`config.mk`:
```
export PLATFORM = sky130hd
export DESIGN_NAME = crossing_traffic_light_controller_flat
export DESIGN_NICKNAME = d
export VERILOG_FILES = /design/src/ctlc_pkg.sv /design/src/ctlc_if.sv /design/src/crossing_traffic_light_controller.sv /design/src/flat_wrapper.sv
export SDC_FILE = /design/constraint.sdc
export NUM_CORES = 1
export LEC_CHECK = 0
export ABC_CLOCK_PERIOD_IN_PS = 12700
export BUFFER_PORTS_ARGS = -buffer_cell sky130_fd_sc_hd__buf_4
export CORE_MARGIN = 2
export CORE_UTILIZATION = 45
export CTS_BUF_LIST = sky130_fd_sc_hd__clkbuf_4 sky130_fd_sc_hd__clkbuf_8
export DETAILED_ROUTE_END_ITERATION = 7
export PLACE_DENSITY = 0.63
export SLEW_MARGIN = 10
export SYNTH_ARGS = -nofsm -noshare
export SYNTH_HDL_FRONTEND = slang
export SYNTH_SLANG_ARGS = --single-unit
export TNS_END_PERCENT = 100
```
`constraint.sdc`:
```
create_clock -name clock -period 12.7 [get_ports clock]
set_input_delay 2.54 -clock clock [delete_from_list [all_inputs] [get_ports clock]]
set_output_delay 2.54 -clock clock [all_outputs]
set_load 0.02 [all_outputs]
```
`src/ctlc_pkg.sv`:
```
// shared types, codes and reset values for the crossing traffic light controller
// no dependencies; used by the channel interfaces and the top level

package ctlc_pkg;

   localparam int POT_BITS_DEFAULT = 12;

   localparam int DUTY_W    = 16;
   localparam int TICK_W    = 16;
   localparam int CMD_W     = 2;
   localparam int CODE_W    = 3;
   localparam int LIGHT_W   = 3;
   localparam int PHASE_W   = 3;
   localparam int CSR_IDX_W = 3;

   typedef logic [CMD_W-1:0]     cmd_type;
   typedef logic [CODE_W-1:0]    code_type;
   typedef logic [LIGHT_W-1:0]   light_type;
   typedef logic [DUTY_W-1:0]    duty_type;
   typedef logic [TICK_W-1:0]    tick_type;
   typedef logic [PHASE_W-1:0]   phase_code_type;
   typedef logic [CSR_IDX_W-1:0] csr_idx_type;

   // event kinds
   localparam cmd_type CMD_TICK   = 2'd0;
   localparam cmd_type CMD_BUTTON = 2'd1;
   localparam cmd_type CMD_REMOTE = 2'd2;

   // remote command codes
   localparam code_type RC_TRAIN_ARRIVE = 3'd1;
   localparam code_type RC_MAINT_START  = 3'd2;
   localparam code_type RC_TRAIN_LEAVE  = 3'd3;
   localparam code_type RC_MAINT_END    = 3'd4;

   // rgb lamp codes
   localparam light_type LAMP_OFF    = 3'b000;
   localparam light_type LAMP_GREEN  = 3'b010;
   localparam light_type LAMP_YELLOW = 3'b110;
   localparam light_type LAMP_RED    = 3'b100;
   localparam light_type LAMP_BLUE   = 3'b001;

   // register map
   localparam csr_idx_type CSR_TRAFFIC_TICKS = 3'd0;
   localparam csr_idx_type CSR_YELLOW_TICKS  = 3'd1;
   localparam csr_idx_type CSR_WALK_TICKS    = 3'd2;
   localparam csr_idx_type CSR_GATE_OPEN     = 3'd3;
   localparam csr_idx_type CSR_GATE_CLOSED   = 3'd4;

   localparam tick_type TRAFFIC_TICKS_RESET = 16'd100;
   localparam tick_type YELLOW_TICKS_RESET  = 16'd30;
   localparam tick_type WALK_TICKS_RESET    = 16'd100;
   localparam duty_type GATE_OPEN_RESET     = 16'd52428;
   localparam duty_type GATE_CLOSED_RESET   = 16'd13107;

   // maintenance blink period in ticks
   localparam int BLINK_PERIOD = 5;
   localparam int BLINK_W      = $clog2(BLINK_PERIOD);

endpackage

```
`src/ctlc_if.sv`:
```
// valid/ready channel interfaces: request, response and register write
// depends on ctlc_pkg for payload types

interface ctlc_req_if #(parameter int POT_BITS = ctlc_pkg::POT_BITS_DEFAULT);
   logic                 valid;
   logic                 ready;
   ctlc_pkg::cmd_type    cmd;
   ctlc_pkg::code_type   remote_code;
   logic [POT_BITS-1:0]  pot_sample;

   modport source (output valid, cmd, remote_code, pot_sample, input ready);
   modport sink   (input valid, cmd, remote_code, pot_sample, output ready);
endinterface

interface ctlc_rsp_if;
   logic                       valid;
   logic                       ready;
   ctlc_pkg::light_type        light_code;
   logic                       walk_lamp;
   ctlc_pkg::duty_type         gate_duty;
   ctlc_pkg::phase_code_type   phase;

   modport source (output valid, light_code, walk_lamp, gate_duty, phase, input ready);
   modport sink   (input valid, light_code, walk_lamp, gate_duty, phase, output ready);
endinterface

interface ctlc_csr_if;
   logic                    valid;
   logic                    ready;
   ctlc_pkg::csr_idx_type   index;
   ctlc_pkg::duty_type      wdata;

   modport source (output valid, index, wdata, input ready);
   modport sink   (input valid, index, wdata, output ready);
endinterface

```
`src/crossing_traffic_light_controller.sv`:
```
// crossing traffic light controller: phase sequencer, gate duty and response pipeline
// depends on ctlc_pkg and the channel interfaces in ctlc_if.sv
//
// an accepted request is held in stage 1 until the response slot is free or being taken,
//   then moves into the response registers; throughput is one request per cycle while
//   the response is not stalled; stage 1 holds the phase logic and the 16 x POT_BITS
//   duty multiplier, stage 2 the divide by the pot full scale and the gate register
// reset (synchronous, active high): traffic moving, green lamp, gate at the open duty,
//   all flags and the tick count cleared, registers back to their default values

module crossing_traffic_light_controller #(
   parameter int POT_BITS = ctlc_pkg::POT_BITS_DEFAULT
) (
   input  logic          clock,
   input  logic          reset,
   ctlc_req_if.sink      req_bus,
   ctlc_rsp_if.source    rsp_bus,
   ctlc_csr_if.sink      csr_bus
);
   import ctlc_pkg::*;

   // divide by full scale F = 2^POT_BITS - 1: product width, number of shifted terms
   // in the reciprocal series, and the widths of the running sum and the estimate
   localparam int PROD_W = DUTY_W + POT_BITS;
   localparam int NTERMS = (PROD_W + POT_BITS - 1) / POT_BITS;
   localparam int SUM_W  = PROD_W + 2;
   localparam int QE_W   = SUM_W - POT_BITS;
   localparam logic [POT_BITS-1:0] POT_FULL = '1;

   typedef enum logic [PHASE_W-1:0] {
      PH_MOVING  = 3'd0,
      PH_YELLOW  = 3'd1,
      PH_STOPPED = 3'd2,
      PH_WALK    = 3'd3,
      PH_TRAIN   = 3'd4,
      PH_LEAVING = 3'd5,
      PH_MAINT   = 3'd6
   } phase_type;

   // what stage 2 does to the gate register
   typedef enum logic [1:0] {
      GATE_KEEP,
      GATE_LOAD,
      GATE_POT
   } gate_act_type;

   typedef struct packed {
      light_type           light;
      logic                walk;
      phase_type           phase;
      gate_act_type        act;
      duty_type            load_val;
      duty_type            lo;
      logic                up;
      logic [PROD_W-1:0]   prod;
   } stage_type;

   // ---------------------------------------------------------------- registers
   tick_type   traffic_ticks_ff, yellow_ticks_ff, walk_ticks_ff;
   duty_type   gate_open_ff, gate_closed_ff;

   always_ff @(posedge clock) begin
      if (reset) begin
         traffic_ticks_ff <= TRAFFIC_TICKS_RESET;
         yellow_ticks_ff  <= YELLOW_TICKS_RESET;
         walk_ticks_ff    <= WALK_TICKS_RESET;
         gate_open_ff     <= GATE_OPEN_RESET;
         gate_closed_ff   <= GATE_CLOSED_RESET;
      end else if (csr_bus.valid && csr_bus.ready) begin
         case (csr_bus.index)
            CSR_TRAFFIC_TICKS: traffic_ticks_ff <= csr_bus.wdata;
            CSR_YELLOW_TICKS:  yellow_ticks_ff  <= csr_bus.wdata;
            CSR_WALK_TICKS:    walk_ticks_ff    <= csr_bus.wdata;
            CSR_GATE_OPEN:     gate_open_ff     <= csr_bus.wdata;
            CSR_GATE_CLOSED:   gate_closed_ff   <= csr_bus.wdata;
            default: ;
         endcase
      end
   end

   // writes never stall
   assign csr_bus.ready = 1'b1;

   // ---------------------------------------------------------------- state
   phase_type            phase_ff, phase_in;
   tick_type             tick_ff, tick_in;
   logic [BLINK_W-1:0]   blink_cnt_ff, blink_cnt_in;   // tick count mod blink period
   logic                 green_el_ff, green_el_in;
   logic                 yellow_el_ff, yellow_el_in;
   logic                 leave_el_ff, leave_el_in;
   logic                 walk_el_ff, walk_el_in;
   logic                 walk_req_ff, walk_req_in;
   logic                 train_ff, train_in;
   logic                 maint_ff, maint_in;
   logic                 parity_ff, parity_in;
   light_type            light_ff, light_in;
   logic                 walk_lamp_ff, walk_lamp_in;

   // pipeline
   logic                 s1_valid_ff, s1_valid_in;
   stage_type            s1_ff, s1_in;
   logic                 rsp_valid_ff, rsp_valid_in;
   light_type            rsp_light_ff;
   logic                 rsp_walk_ff;
   phase_type            rsp_phase_ff;
   duty_type             gate_ff, gate_in;

   logic                 req_accept;
   logic                 s2_adv;
   logic                 s1_free;

   // combinational helpers for stage 1
   tick_type             tick_inc;
   logic [BLINK_W-1:0]   blink_step;
   logic                 adv;
   gate_act_type         act;
   duty_type             load_val;
   logic                 up;
   duty_type             diff;

   // stage 2 divide
   logic [SUM_W-1:0]     sum;
   logic [QE_W-1:0]      q_est;
   logic [SUM_W-1:0]     rem;
   logic [QE_W-1:0]      quot_full;
   duty_type             quot;

   assign s2_adv     = s1_valid_ff && (!rsp_valid_ff || rsp_bus.ready);
   assign s1_free    = !s1_valid_ff || s2_adv;
   assign req_accept = req_bus.valid && s1_free;
   assign req_bus.ready = s1_free;

   // ---------------------------------------------------------------- stage 1: event + phase logic
   always_comb begin
      phase_in     = phase_ff;
      tick_in      = tick_ff;
      green_el_in  = green_el_ff;
      yellow_el_in = yellow_el_ff;
      leave_el_in  = leave_el_ff;
      walk_el_in   = walk_el_ff;
      walk_req_in  = walk_req_ff;
      train_in     = train_ff;
      maint_in     = maint_ff;
      parity_in    = parity_ff;
      light_in     = light_ff;
      walk_lamp_in = walk_lamp_ff;
      act          = GATE_KEEP;
      load_val     = gate_open_ff;
      adv          = 1'b0;

      tick_inc = tick_ff + 1'b1;
      // mod counter follows the 16-bit count, including its wrap to zero
      if (tick_inc == '0) begin
         blink_step = '0;
      end else if (blink_cnt_ff == BLINK_W'(BLINK_PERIOD - 1)) begin
         blink_step = '0;
      end else begin
         blink_step = blink_cnt_ff + 1'b1;
      end

      case (req_bus.cmd)
         CMD_TICK: begin
            tick_in = tick_inc;
            case (phase_ff)
               PH_MOVING: begin
                  if (tick_inc == traffic_ticks_ff) begin
                     green_el_in = 1'b1;
                     adv         = 1'b1;
                  end
               end
               PH_YELLOW: begin
                  if (tick_inc == yellow_ticks_ff) begin
                     yellow_el_in = 1'b1;
                     adv          = 1'b1;
                  end
               end
               PH_STOPPED: adv = 1'b1;
               PH_LEAVING: begin
                  if (tick_inc == walk_ticks_ff) begin
                     leave_el_in = 1'b1;
                     adv         = 1'b1;
                  end
               end
               PH_WALK: begin
                  if (tick_inc == walk_ticks_ff) begin
                     walk_el_in = 1'b1;
                     adv        = 1'b1;
                  end
               end
               PH_MAINT: begin
                  // gate follows the pot while the crossing is clear
                  if (!train_ff) act = GATE_POT;
                  if (blink_step == '0) begin
                     parity_in = !parity_ff;
                     light_in  = parity_in ? LAMP_BLUE : LAMP_OFF;
                  end
               end
               default: ;
            endcase
         end
         CMD_BUTTON: begin
            walk_req_in = 1'b1;
            if (phase_ff == PH_TRAIN || phase_ff == PH_MAINT) begin
               walk_lamp_in = 1'b1;
            end else begin
               adv = 1'b1;
            end
         end
         CMD_REMOTE: begin
            if ((req_bus.remote_code == RC_TRAIN_ARRIVE && !train_ff) ||
                (req_bus.remote_code == RC_TRAIN_LEAVE && train_ff)) begin
               if (phase_ff == PH_TRAIN) begin
                  train_in = 1'b0;
                  adv      = 1'b1;
               end else if (phase_ff == PH_MAINT) begin
                  // in maintenance a train only moves the gate
                  train_in = !train_ff;
                  act      = GATE_LOAD;
                  load_val = train_in ? gate_closed_ff : gate_open_ff;
               end else begin
                  train_in = 1'b1;
                  if (phase_ff == PH_STOPPED || phase_ff == PH_WALK) begin
                     phase_in = PH_TRAIN;
                     if (walk_req_ff) walk_lamp_in = 1'b1;
                     act      = GATE_LOAD;
                     load_val = gate_closed_ff;
                  end else if (phase_ff != PH_YELLOW) begin
                     phase_in    = PH_YELLOW;
                     light_in    = LAMP_YELLOW;
                     tick_in     = '0;
                     green_el_in = 1'b0;
                  end
               end
            end else if ((req_bus.remote_code == RC_MAINT_START && !maint_ff) ||
                         (req_bus.remote_code == RC_MAINT_END && maint_ff)) begin
               if (phase_ff == PH_MAINT) begin
                  maint_in = 1'b0;
                  adv      = 1'b1;
               end else if (phase_ff == PH_TRAIN) begin
                  maint_in = 1'b1;
                  phase_in = PH_MAINT;
               end else begin
                  maint_in = 1'b1;
                  if (phase_ff != PH_YELLOW) begin
                     phase_in    = PH_YELLOW;
                     light_in    = LAMP_YELLOW;
                     tick_in     = '0;
                     green_el_in = 1'b0;
                  end
               end
            end
         end
         default: ;
      endcase

      // phase advance, evaluated on the flags as the event left them
      if (adv) begin
         case (phase_in)
            PH_MOVING: begin
               if (green_el_in && walk_req_in) begin
                  phase_in    = PH_YELLOW;
                  light_in    = LAMP_YELLOW;
                  tick_in     = '0;
                  green_el_in = 1'b0;
               end
            end
            PH_YELLOW: begin
               if (yellow_el_in) begin
                  phase_in     = PH_STOPPED;
                  light_in     = LAMP_RED;
                  tick_in      = '0;
                  yellow_el_in = 1'b0;
               end
            end
            PH_STOPPED: begin
               if (maint_in) begin
                  phase_in = PH_MAINT;
                  if (train_in) begin
                     act      = GATE_LOAD;
                     load_val = gate_closed_ff;
                  end
               end else if (train_in) begin
                  phase_in = PH_TRAIN;
                  if (walk_req_in) walk_lamp_in = 1'b1;
                  act      = GATE_LOAD;
                  load_val = gate_closed_ff;
               end else if (walk_req_in) begin
                  phase_in     = PH_WALK;
                  walk_req_in  = 1'b0;
                  walk_lamp_in = 1'b1;
               end
               tick_in = '0;
            end
            PH_TRAIN: begin
               if (!train_in) begin
                  phase_in = PH_LEAVING;
                  tick_in  = '0;
               end
            end
            PH_LEAVING: begin
               if (leave_el_in) begin
                  phase_in     = PH_MOVING;
                  walk_lamp_in = 1'b0;
                  walk_req_in  = 1'b0;
                  act          = GATE_LOAD;
                  load_val     = gate_open_ff;
                  tick_in      = '0;
                  leave_el_in  = 1'b0;
                  light_in     = LAMP_GREEN;
               end
            end
            PH_MAINT: begin
               if (!maint_in) begin
                  if (train_in) begin
                     phase_in = PH_TRAIN;
                     if (walk_req_in) walk_lamp_in = 1'b1;
                     act      = GATE_LOAD;
                     load_val = gate_closed_ff;
                     light_in = LAMP_RED;
                  end else if (walk_req_in) begin
                     phase_in     = PH_WALK;
                     walk_req_in  = 1'b0;
                     walk_lamp_in = 1'b1;
                     light_in     = LAMP_RED;
                  end else begin
                     phase_in     = PH_MOVING;
                     walk_el_in   = 1'b0;
                     walk_lamp_in = 1'b0;
                     light_in     = LAMP_GREEN;
                     act          = GATE_LOAD;
                     load_val     = gate_open_ff;
                  end
                  tick_in = '0;
               end
            end
            PH_WALK: begin
               if (walk_el_in) begin
                  phase_in     = PH_MOVING;
                  tick_in      = '0;
                  walk_el_in   = 1'b0;
                  walk_lamp_in = 1'b0;
                  light_in     = LAMP_GREEN;
                  act          = GATE_LOAD;
                  load_val     = gate_open_ff;
               end
            end
            default: ;
         endcase
      end

      // keep the mod counter in step with whatever the count became
      if (tick_in == '0) begin
         blink_cnt_in = '0;
      end else if (req_bus.cmd == CMD_TICK) begin
         blink_cnt_in = blink_step;
      end else begin
         blink_cnt_in = blink_cnt_ff;
      end

      // duty span times sample; direction follows which duty is larger
      up   = gate_open_ff >= gate_closed_ff;
      diff = up ? (gate_open_ff - gate_closed_ff) : (gate_closed_ff - gate_open_ff);

      s1_in.light    = light_in;
      s1_in.walk     = walk_lamp_in;
      s1_in.phase    = phase_in;
      s1_in.act      = act;
      s1_in.load_val = load_val;
      s1_in.lo       = gate_closed_ff;
      s1_in.up       = up;
      s1_in.prod     = PROD_W'(diff) * PROD_W'(req_bus.pot_sample);
   end

   // ---------------------------------------------------------------- stage 2: divide by full scale
   // x / (2^P - 1) ~ (x + x>>P + x>>2P + ...) >> P, low by at most one, then one correction
   always_comb begin
      sum = '0;
      for (int k = 0; k < NTERMS; k++) begin
         sum = sum + SUM_W'(s1_ff.prod >> (k * POT_BITS));
      end
      q_est = QE_W'(sum >> POT_BITS);
      rem   = SUM_W'(s1_ff.prod) + SUM_W'(q_est) - (SUM_W'(q_est) << POT_BITS);
      if (rem >= SUM_W'(POT_FULL)) begin
         quot_full = q_est + 1'b1;
      end else begin
         quot_full = q_est;
      end
      quot = DUTY_W'(quot_full);

      case (s1_ff.act)
         GATE_KEEP: gate_in = gate_ff;
         GATE_LOAD: gate_in = s1_ff.load_val;
         GATE_POT:  gate_in = s1_ff.up ? (s1_ff.lo + quot) : (s1_ff.lo - quot);
         default:   gate_in = gate_ff;
      endcase
   end

   // ---------------------------------------------------------------- handshake next values
   always_comb begin
      if (req_accept) begin
         s1_valid_in = 1'b1;
      end else if (s2_adv) begin
         s1_valid_in = 1'b0;
      end else begin
         s1_valid_in = s1_valid_ff;
      end

      if (s2_adv) begin
         rsp_valid_in = 1'b1;
      end else if (rsp_bus.ready) begin
         rsp_valid_in = 1'b0;
      end else begin
         rsp_valid_in = rsp_valid_ff;
      end
   end

   // ---------------------------------------------------------------- state and pipeline registers
   always_ff @(posedge clock) begin
      if (reset) begin
         phase_ff     <= PH_MOVING;
         tick_ff      <= '0;
         blink_cnt_ff <= '0;
         green_el_ff  <= 1'b0;
         yellow_el_ff <= 1'b0;
         leave_el_ff  <= 1'b0;
         walk_el_ff   <= 1'b0;
         walk_req_ff  <= 1'b0;
         train_ff     <= 1'b0;
         maint_ff     <= 1'b0;
         parity_ff    <= 1'b0;
         light_ff     <= LAMP_GREEN;
         walk_lamp_ff <= 1'b0;
         gate_ff      <= GATE_OPEN_RESET;
         s1_valid_ff  <= 1'b0;
         rsp_valid_ff <= 1'b0;
      end else begin
         if (req_accept) begin
            phase_ff     <= phase_in;
            tick_ff      <= tick_in;
            blink_cnt_ff <= blink_cnt_in;
            green_el_ff  <= green_el_in;
            yellow_el_ff <= yellow_el_in;
            leave_el_ff  <= leave_el_in;
            walk_el_ff   <= walk_el_in;
            walk_req_ff  <= walk_req_in;
            train_ff     <= train_in;
            maint_ff     <= maint_in;
            parity_ff    <= parity_in;
            light_ff     <= light_in;
            walk_lamp_ff <= walk_lamp_in;
         end
         if (s2_adv) begin
            gate_ff <= gate_in;
         end
         s1_valid_ff  <= s1_valid_in;
         rsp_valid_ff <= rsp_valid_in;
      end

      // payload, no reset
      if (req_accept) begin
         s1_ff <= s1_in;
      end
      if (s2_adv) begin
         rsp_light_ff <= s1_ff.light;
         rsp_walk_ff  <= s1_ff.walk;
         rsp_phase_ff <= s1_ff.phase;
      end
   end

   assign rsp_bus.valid      = rsp_valid_ff;
   assign rsp_bus.light_code = rsp_light_ff;
   assign rsp_bus.walk_lamp  = rsp_walk_ff;
   assign rsp_bus.gate_duty  = gate_ff;
   assign rsp_bus.phase      = rsp_phase_ff;

`ifndef SYNTHESIS
   // train phase is only held while a train is present
   a_train_phase_flag: assert property (@(posedge clock) disable iff (reset)
      phase_ff == PH_TRAIN |-> train_ff)
      else $error("train phase without a train present");

   // maintenance phase is only held while maintenance is active
   a_maint_phase_flag: assert property (@(posedge clock) disable iff (reset)
      phase_ff == PH_MAINT |-> maint_ff)
      else $error("maintenance phase without maintenance active");

   // mod counter never leaves its range
   a_blink_range: assert property (@(posedge clock) disable iff (reset)
      blink_cnt_ff < BLINK_W'(BLINK_PERIOD))
      else $error("blink counter out of range");

   // a full pipeline with a stalled response refuses new requests
   a_no_overrun: assert property (@(posedge clock) disable iff (reset)
      (s1_valid_ff && rsp_valid_ff && !rsp_bus.ready) |-> !req_bus.ready)
      else $error("request accepted into a full pipeline");

   // a stage 1 entry that cannot move on is still there next cycle
   a_s1_hold: assert property (@(posedge clock) disable iff (reset)
      (s1_valid_ff && !s2_adv) |=> s1_valid_ff)
      else $error("stage 1 entry lost while stalled");
`endif

endmodule
```
`src/flat_wrapper.sv`:
```
// flat-port wrapper written by rule: the top's interface ports become plain ports
module crossing_traffic_light_controller_flat import ctlc_pkg::*;
#(
   parameter int POT_BITS = ctlc_pkg::POT_BITS_DEFAULT
)
  (clock, reset, req_bus_valid, req_bus_cmd, req_bus_remote_code, req_bus_pot_sample, req_bus_ready, rsp_bus_valid, rsp_bus_light_code, rsp_bus_walk_lamp, rsp_bus_gate_duty, rsp_bus_phase, rsp_bus_ready, csr_bus_valid, csr_bus_index, csr_bus_wdata, csr_bus_ready);
  ctlc_req_if #(.POT_BITS(POT_BITS)) req_bus_i ();
  ctlc_rsp_if rsp_bus_i ();
  ctlc_csr_if csr_bus_i ();
  input  logic clock;
  input  logic reset;
  input wire logic [$bits(req_bus_i.valid)-1:0] req_bus_valid;
  input wire logic [$bits(req_bus_i.cmd)-1:0] req_bus_cmd;
  input wire logic [$bits(req_bus_i.remote_code)-1:0] req_bus_remote_code;
  input wire logic [$bits(req_bus_i.pot_sample)-1:0] req_bus_pot_sample;
  output wire logic [$bits(req_bus_i.ready)-1:0] req_bus_ready;
  output wire logic [$bits(rsp_bus_i.valid)-1:0] rsp_bus_valid;
  output wire logic [$bits(rsp_bus_i.light_code)-1:0] rsp_bus_light_code;
  output wire logic [$bits(rsp_bus_i.walk_lamp)-1:0] rsp_bus_walk_lamp;
  output wire logic [$bits(rsp_bus_i.gate_duty)-1:0] rsp_bus_gate_duty;
  output wire logic [$bits(rsp_bus_i.phase)-1:0] rsp_bus_phase;
  input wire logic [$bits(rsp_bus_i.ready)-1:0] rsp_bus_ready;
  input wire logic [$bits(csr_bus_i.valid)-1:0] csr_bus_valid;
  input wire logic [$bits(csr_bus_i.index)-1:0] csr_bus_index;
  input wire logic [$bits(csr_bus_i.wdata)-1:0] csr_bus_wdata;
  output wire logic [$bits(csr_bus_i.ready)-1:0] csr_bus_ready;
  assign req_bus_i.valid = req_bus_valid;
  assign req_bus_i.cmd = req_bus_cmd;
  assign req_bus_i.remote_code = req_bus_remote_code;
  assign req_bus_i.pot_sample = req_bus_pot_sample;
  assign req_bus_ready = req_bus_i.ready;
  assign rsp_bus_valid = rsp_bus_i.valid;
  assign rsp_bus_light_code = rsp_bus_i.light_code;
  assign rsp_bus_walk_lamp = rsp_bus_i.walk_lamp;
  assign rsp_bus_gate_duty = rsp_bus_i.gate_duty;
  assign rsp_bus_phase = rsp_bus_i.phase;
  assign rsp_bus_i.ready = rsp_bus_ready;
  assign csr_bus_i.valid = csr_bus_valid;
  assign csr_bus_i.index = csr_bus_index;
  assign csr_bus_i.wdata = csr_bus_wdata;
  assign csr_bus_ready = csr_bus_i.ready;
  crossing_traffic_light_controller #(.POT_BITS(POT_BITS)) u_core (.clock(clock), .reset(reset), .req_bus(req_bus_i), .rsp_bus(rsp_bus_i), .csr_bus(csr_bus_i));
endmodule
```
; After elaboration in Yosys (flattened, before gate mapping)
; Index checks and enable logic that the tools add are counted.
[totals]
register_bits = 209
latch_bits = 0
ram_bits = 0
mem_bits_ro = 0
input_bits = 41
out_inout_bits = 26
wordCells = 287
n_memories = 0
[classes]
addsub = 11
multipliers = 1
div = 0
order_cmp = 2
n_eq_ne = 29
shift = 0
muxes = 173
bitwise = 0
reduce_logical = 39
[op_table]
columns = operator, count
row1 = $mux 16, 31
row2 = $mux 3, 42
row3 = $pmux 16 s7, 1
row4 = $mux 1, 71
row5 = $pmux 16 s2, 2
row6 = $pmux 16 s4, 1
row7 = $eq 16x16->1, 3
row8 = $sub 16x16->16, 3
row9 = $add 16x1->16 const B, 2
row10 = $logic_not 16->1, 2
row11 = $add 29x4->30, 1
row12 = $ge 30x12->1 const B, 1
row13 = $sub 29x30->30, 1
row14 = $add 28x16->29, 1
row15 = $add 28x18->29, 1
row16 = $mul 16x12->28, 1
row17 = $eq 3x3->1 const B, 9
row18 = $mux 2, 13
row19 = $eq 3x2->1 const B, 8
row20 = $pmux 3 s7, 1
row21 = $add 16x16->16, 1
row22 = $ge 16x16->1, 1
row23 = $pmux 3 s5, 1
row24 = $reduce_and 2->1, 7
row25 = other kinds (19), 50

; Depth between registers and ports, before layout
[logic_depth]
depth_word = 14
depth_mapped = 49
depth_no_buf = 47

; Least setup slack after synthesis
; Ideal clock, no wire load.
[synth_path]
kind = register -> register
from = register u_core.s1_ff[26] in the netlist's numbering
to = register u_core.gate_ff[14] (netlist: u_core.rsp_bus.gate_duty[14])
setup_time_ns = 0.079
arrival_ns = 9.518
required_time_ns = 12.621
setup_slack_ns = 3.103
path_stages_with_launch = 49
path_buffers = 1
synth_period_minus_slack_ns = 9.597
path_cell_list = edfxtp_1 -> inv_1 -> fa_1 -> inv_1 -> ha_1 -> a21o_1 -> a31oi_1 -> o21a_1 -> o211ai_1 -> a21oi_1 -> o21bai_1 -> and2_1 -> and3_1 -> and3_1 -> and2_1 -> and3_1 -> and2_1 -> ha_1 -> [13 not listed] -> nor2_1 -> a31oi_1 -> nand2_1 -> xnor2_1 -> ha_1 -> a21o_1 -> a21oi_1 -> o21ai_0 -> a21o_1 -> a21oi_1 -> o21ai_0 -> a21o_1 -> a21o_1 -> a21o_1 -> a21oi_1 -> xnor2_1 -> mux2i_1 -> o211ai_1
[synth_via]
elab_chain_cells = 9
elab_cells_between_ends = 11
cone_classes = add/sub: 7 / order compare: 1 / mux: 3
[synth_lines]
columns = element, line
row1 = from (decl), crossing_traffic_light_controller.sv:101  ; stage_type s1_ff, s1_in;
row2 = from (signal assigned), crossing_traffic_light_controller.sv:461  ; s1_ff <= s1_in;
row3 = $add 28x16->29, crossing_traffic_light_controller.sv:379  ; sum = sum + SUM_W'(s1_ff.prod >> (k * POT_BITS));
row4 = $add 29x4->30, crossing_traffic_light_controller.sv:379
row5 = $add 28x18->29, crossing_traffic_light_controller.sv:382  ; rem = SUM_W'(s1_ff.prod) + SUM_W'(q_est) - (SUM_W'(q_est) << POT_BITS);
row6 = $sub 29x30->30, crossing_traffic_light_controller.sv:382
row7 = $ge 30x12->1, crossing_traffic_light_controller.sv:383  ; if (rem >= SUM_W'(POT_FULL)) begin
row8 = $mux 16 *, crossing_traffic_light_controller.sv:383
row9 = $sub 16x16->16 / $add 16x16->16 (equally long branches), crossing_traffic_light_controller.sv:393  ; GATE_POT: gate_in = s1_ff.up ? (s1_ff.lo + quot) : (s1_ff.lo - quot);
row10 = $mux 16 *, crossing_traffic_light_controller.sv:393
row11 = $pmux 16 s2 *, crossing_traffic_light_controller.sv:390  ; case (s1_ff.act)
row12 = to (signal assigned), crossing_traffic_light_controller.sv:453  ; gate_ff <= gate_in;
row13 = to (decl), crossing_traffic_light_controller.sv:106  ; duty_type gate_ff, gate_in;
; Every way passes the cells marked *; elsewhere a longest branch is shown, timed or not.
; A chain may end at the register's enable or synchronous reset.

==> results.sh <==
export IMPL_die_y_um=225
export IMPL_start_util_pct=45.8
export IMPL_period_share_pct=86.9
export IMPL_cp_slowest_cell="a21o_1"
export IMPL_wire_per_inst_um=18.8
export IMPL_cts_sinks=209
export IMPL_cp_max_fo=18
export IMPL_netlist_area_sq_um=21900
export IMPL_end_kind="register"
export IMPL_cts_resized_gates=0
export IMPL_post_cts_buffers=0
export IMPL_first_iter_violations=1778
export IMPL_finalInstanceArea_sq_um=23700
export IMPL_tightestPinTransition_ns=1.12
export IMPL_hp_start="u_core.s1_ff[68]$_DFFE_PP_"
export IMPL_reg2reg_from="u_core.gate_closed_ff[1]$_SDFFE_PP1P_"
export IMPL_yosysWarnings=0
export IMPL_clock_path_buffers=3
export IMPL_crit_path_start="u_core.gate_closed_ff[1]$_SDFFE_PP1P_"
export IMPL_cts_root_buffer="clkbuf_8"
export IMPL_finalHoldViolations=0
export IMPL_skew_ns=0.0269
export IMPL_multi_input_area_sq_um=15400
export IMPL_syn_to_final_growth_pct=7.98
export IMPL_period_needed_ns=11.04
export IMPL_timing_setup_critical_path_class="reg2reg"
export IMPL_synth_flop_cell="dfxtp_1"
export IMPL_drive_above_1_share_pct=6.78
export IMPL_slew_violations=0
export IMPL_hp_class="reg2reg"
export IMPL_final_common_cell="nand2_1"
export IMPL_n_fill_cell=4644
export IMPL_outcome="finished clean"
export IMPL_first_pass_iters=6
export IMPL_synth_cell_types=86
export IMPL_max_freq_ghz=0.0906
export IMPL_synth_edff_count=77
export IMPL_slowest_delay_ns=0.62
export IMPL_syn_inst=2659
export IMPL_cap_violations=0
export IMPL_dp_cells=3246
export IMPL_numCtsBuffers=37
export IMPL_fin_setup_tns_ns=0
export IMPL_final_nets=3066
export IMPL_worst_path_most_repeated_cell="inv_1"
export IMPL_track_usage_pct=24.8
export IMPL_rsz0062_at_grt="false"
export IMPL_syn_avg_cell_area_sq_um=8.24
export IMPL_io_pin_count=67
export IMPL_clk_pin_slew_ns=0.06
export IMPL_placed_area_sq_um=22900
export IMPL_cp_required_ns=12.99
export IMPL_seq_area_sq_um=4950
export IMPL_dieArea_sq_um=50500
export IMPL_coreArea_sq_um=47800
export IMPL_num_rows=80
export IMPL_post_dp_hpwl_mm=48.3
export IMPL_die_x_um=225
export IMPL_grt_pass1_wl_mm=101
export IMPL_gp_congestion=0.955
export IMPL_vias=19164
export IMPL_n_antenna_cell=0
export IMPL_drc=0
export IMPL_grt_max_degree=81
export IMPL_routed_wl_mm=62.1
export IMPL_antenna_found_initial=0
export IMPL_ys_ff_latch=209
export IMPL_cts_tree="built"
export IMPL_synthArstFlopShare_pct=0
export IMPL_portBuffers=65
export IMPL_cts_hold_buffers=0
export IMPL_setup_viol=0
export IMPL_arrival_ns=11.33
export IMPL_grt_pass1_vias=18792
export IMPL_viasPerCell=5.78
export IMPL_htreeDepth=2
export IMPL_insertion_delay_ns=0.58
export IMPL_final_cells=3313
export IMPL_overflow=0
export IMPL_antenna_left=0
export IMPL_slew_limit_headroom_pct=24.8
export IMPL_synth_nets=3055
export IMPL_final_cell_mix="400 x nand2_1, 299 x inv_1, 208 x a21oi_1, 204 x ha_1, 161 x nor2_1"
export IMPL_startpoint_type="register"
export IMPL_ys_seq_area_share_pct=22.6
[sequential cells by signal (all words and copies together) (netlist names), 3 cells and up]
| signal | cells |
|---|---|
| u_core.gate_closed_ff | 16 |
| u_core.rsp_bus.phase | 3 |
| u_core.rsp_bus.gate_duty | 16 |
| u_core.tick_ff | 16 |
| u_core.yellow_ticks_ff | 16 |
| u_core.traffic_ticks_ff | 16 |
| u_core.phase_ff | 3 |
| u_core.rsp_bus.light_code | 3 |
| u_core.gate_open_ff | 16 |
| u_core.light_ff | 3 |
| u_core.walk_ticks_ff | 16 |
| u_core.s1_ff | 70 |
| u_core.blink_cnt_ff | 3 |
[routing by layer]
layer | vias up | routed length [um] | GRT usage (%)
li1 | 9108 | - | -
met1 | 9271 | 28800 | 35.6
met2 | 683 | 27600 | 39.3
met3 | 102 | 4240 | 3.50
met4 | 0 | 1410 | 6.62
met5 | - | 0 | 0
[stage by stage]
stage                     utilization (%)  setup WS, ns  hold slack [ns]
after floorplan                         -          3.10            0.400
after global placement               47.8          1.83            0.401
after detailed placement             47.8          1.78            0.405
after CTS                            49.4          1.78            0.419
after global routing                 49.4         0.812            0.423
final                                49.4          1.66            0.419
[worst paths after layout]
kind                                                                to  slack (ns)  cells past startpoint
worst min register to register  u_core.rsp_bus.light_code[1]$_DFFE_PP_        0.42                      0
worst max register to register              u_core.s1_ff[27]$_DFFE_PP_        1.66                     39
worst min-delay path            u_core.rsp_bus.light_code[1]$_DFFE_PP_        0.42                      0
worst max-delay path                        u_core.s1_ff[27]$_DFFE_PP_        1.66                     39
[cell families (layout without fill, tap and decap cells)]
logic type | Yosys count | in the layout | share of synthesized area [%]
compound gates | 579 | 579 | 17.0
mux | 31 | 31 | 1.45
xor+xnor | 164 | 164 | 7.10
fa+ha+maj | 355 | 355 | 25.5
other cells | 1 | 1 | 0.0171
simple gates | 904 | 904 | 19.2
flops | 209 | 209 | 22.6
buf+inv | 416 | 455 | 7.20
[worst max-delay path: cells and delay by family, from the launching register on]
family,cells,cell delay (ns)
multiplexers,1,0.36
XOR/XNOR,2,0.28
AND/OR/NAND/NOR,2,0.22
buffers and inverters,7,1.00
adder cells (fa/ha/maj),6,2.80
flip-flops,1,0.45
AO/OA/AOI/OAI,21,5.64
[cell usage after synthesis (all sizes together), types with 12 or more instances]
master	count	area (sq um)
edfxtp	77	2310
nand2b	16	100
nor4	26	169
a21o	54	405
nand3	59	300
or2	12	75.1
nor2b	26	163
xor2	49	429
inv	301	1130
fa	151	3020
nand2	400	1500
a21oi	208	1040
a31oi	12	75.1
o21ai	85	425
o211ai	31	233
o22ai	22	138
ha	204	2550
a22oi	26	195
mux2i	28	284
dfxtp	132	2640
o21a	16	120
nor2	162	608
o21bai	12	90.1
clkbuf	108	405
a211oi	23	173
and3	22	138
xnor2	107	945
and2	60	375
or3	12	75.1
nor3	56	297
nand4	19	119
[cell type report]
class                   count  share of cell area, %
clock buffers              56                   2.89
inverters                 301                   4.78
repair buffers             87                   2.76
well taps                 615                   3.25
clock inverters            11                  0.333
flip-flops and latches    209                   21.0
multi-input cells        2034                   65.0
Power is not shown: default switching activity piles up to over one toggle a cycle in this logic, so the estimate is an artifact.
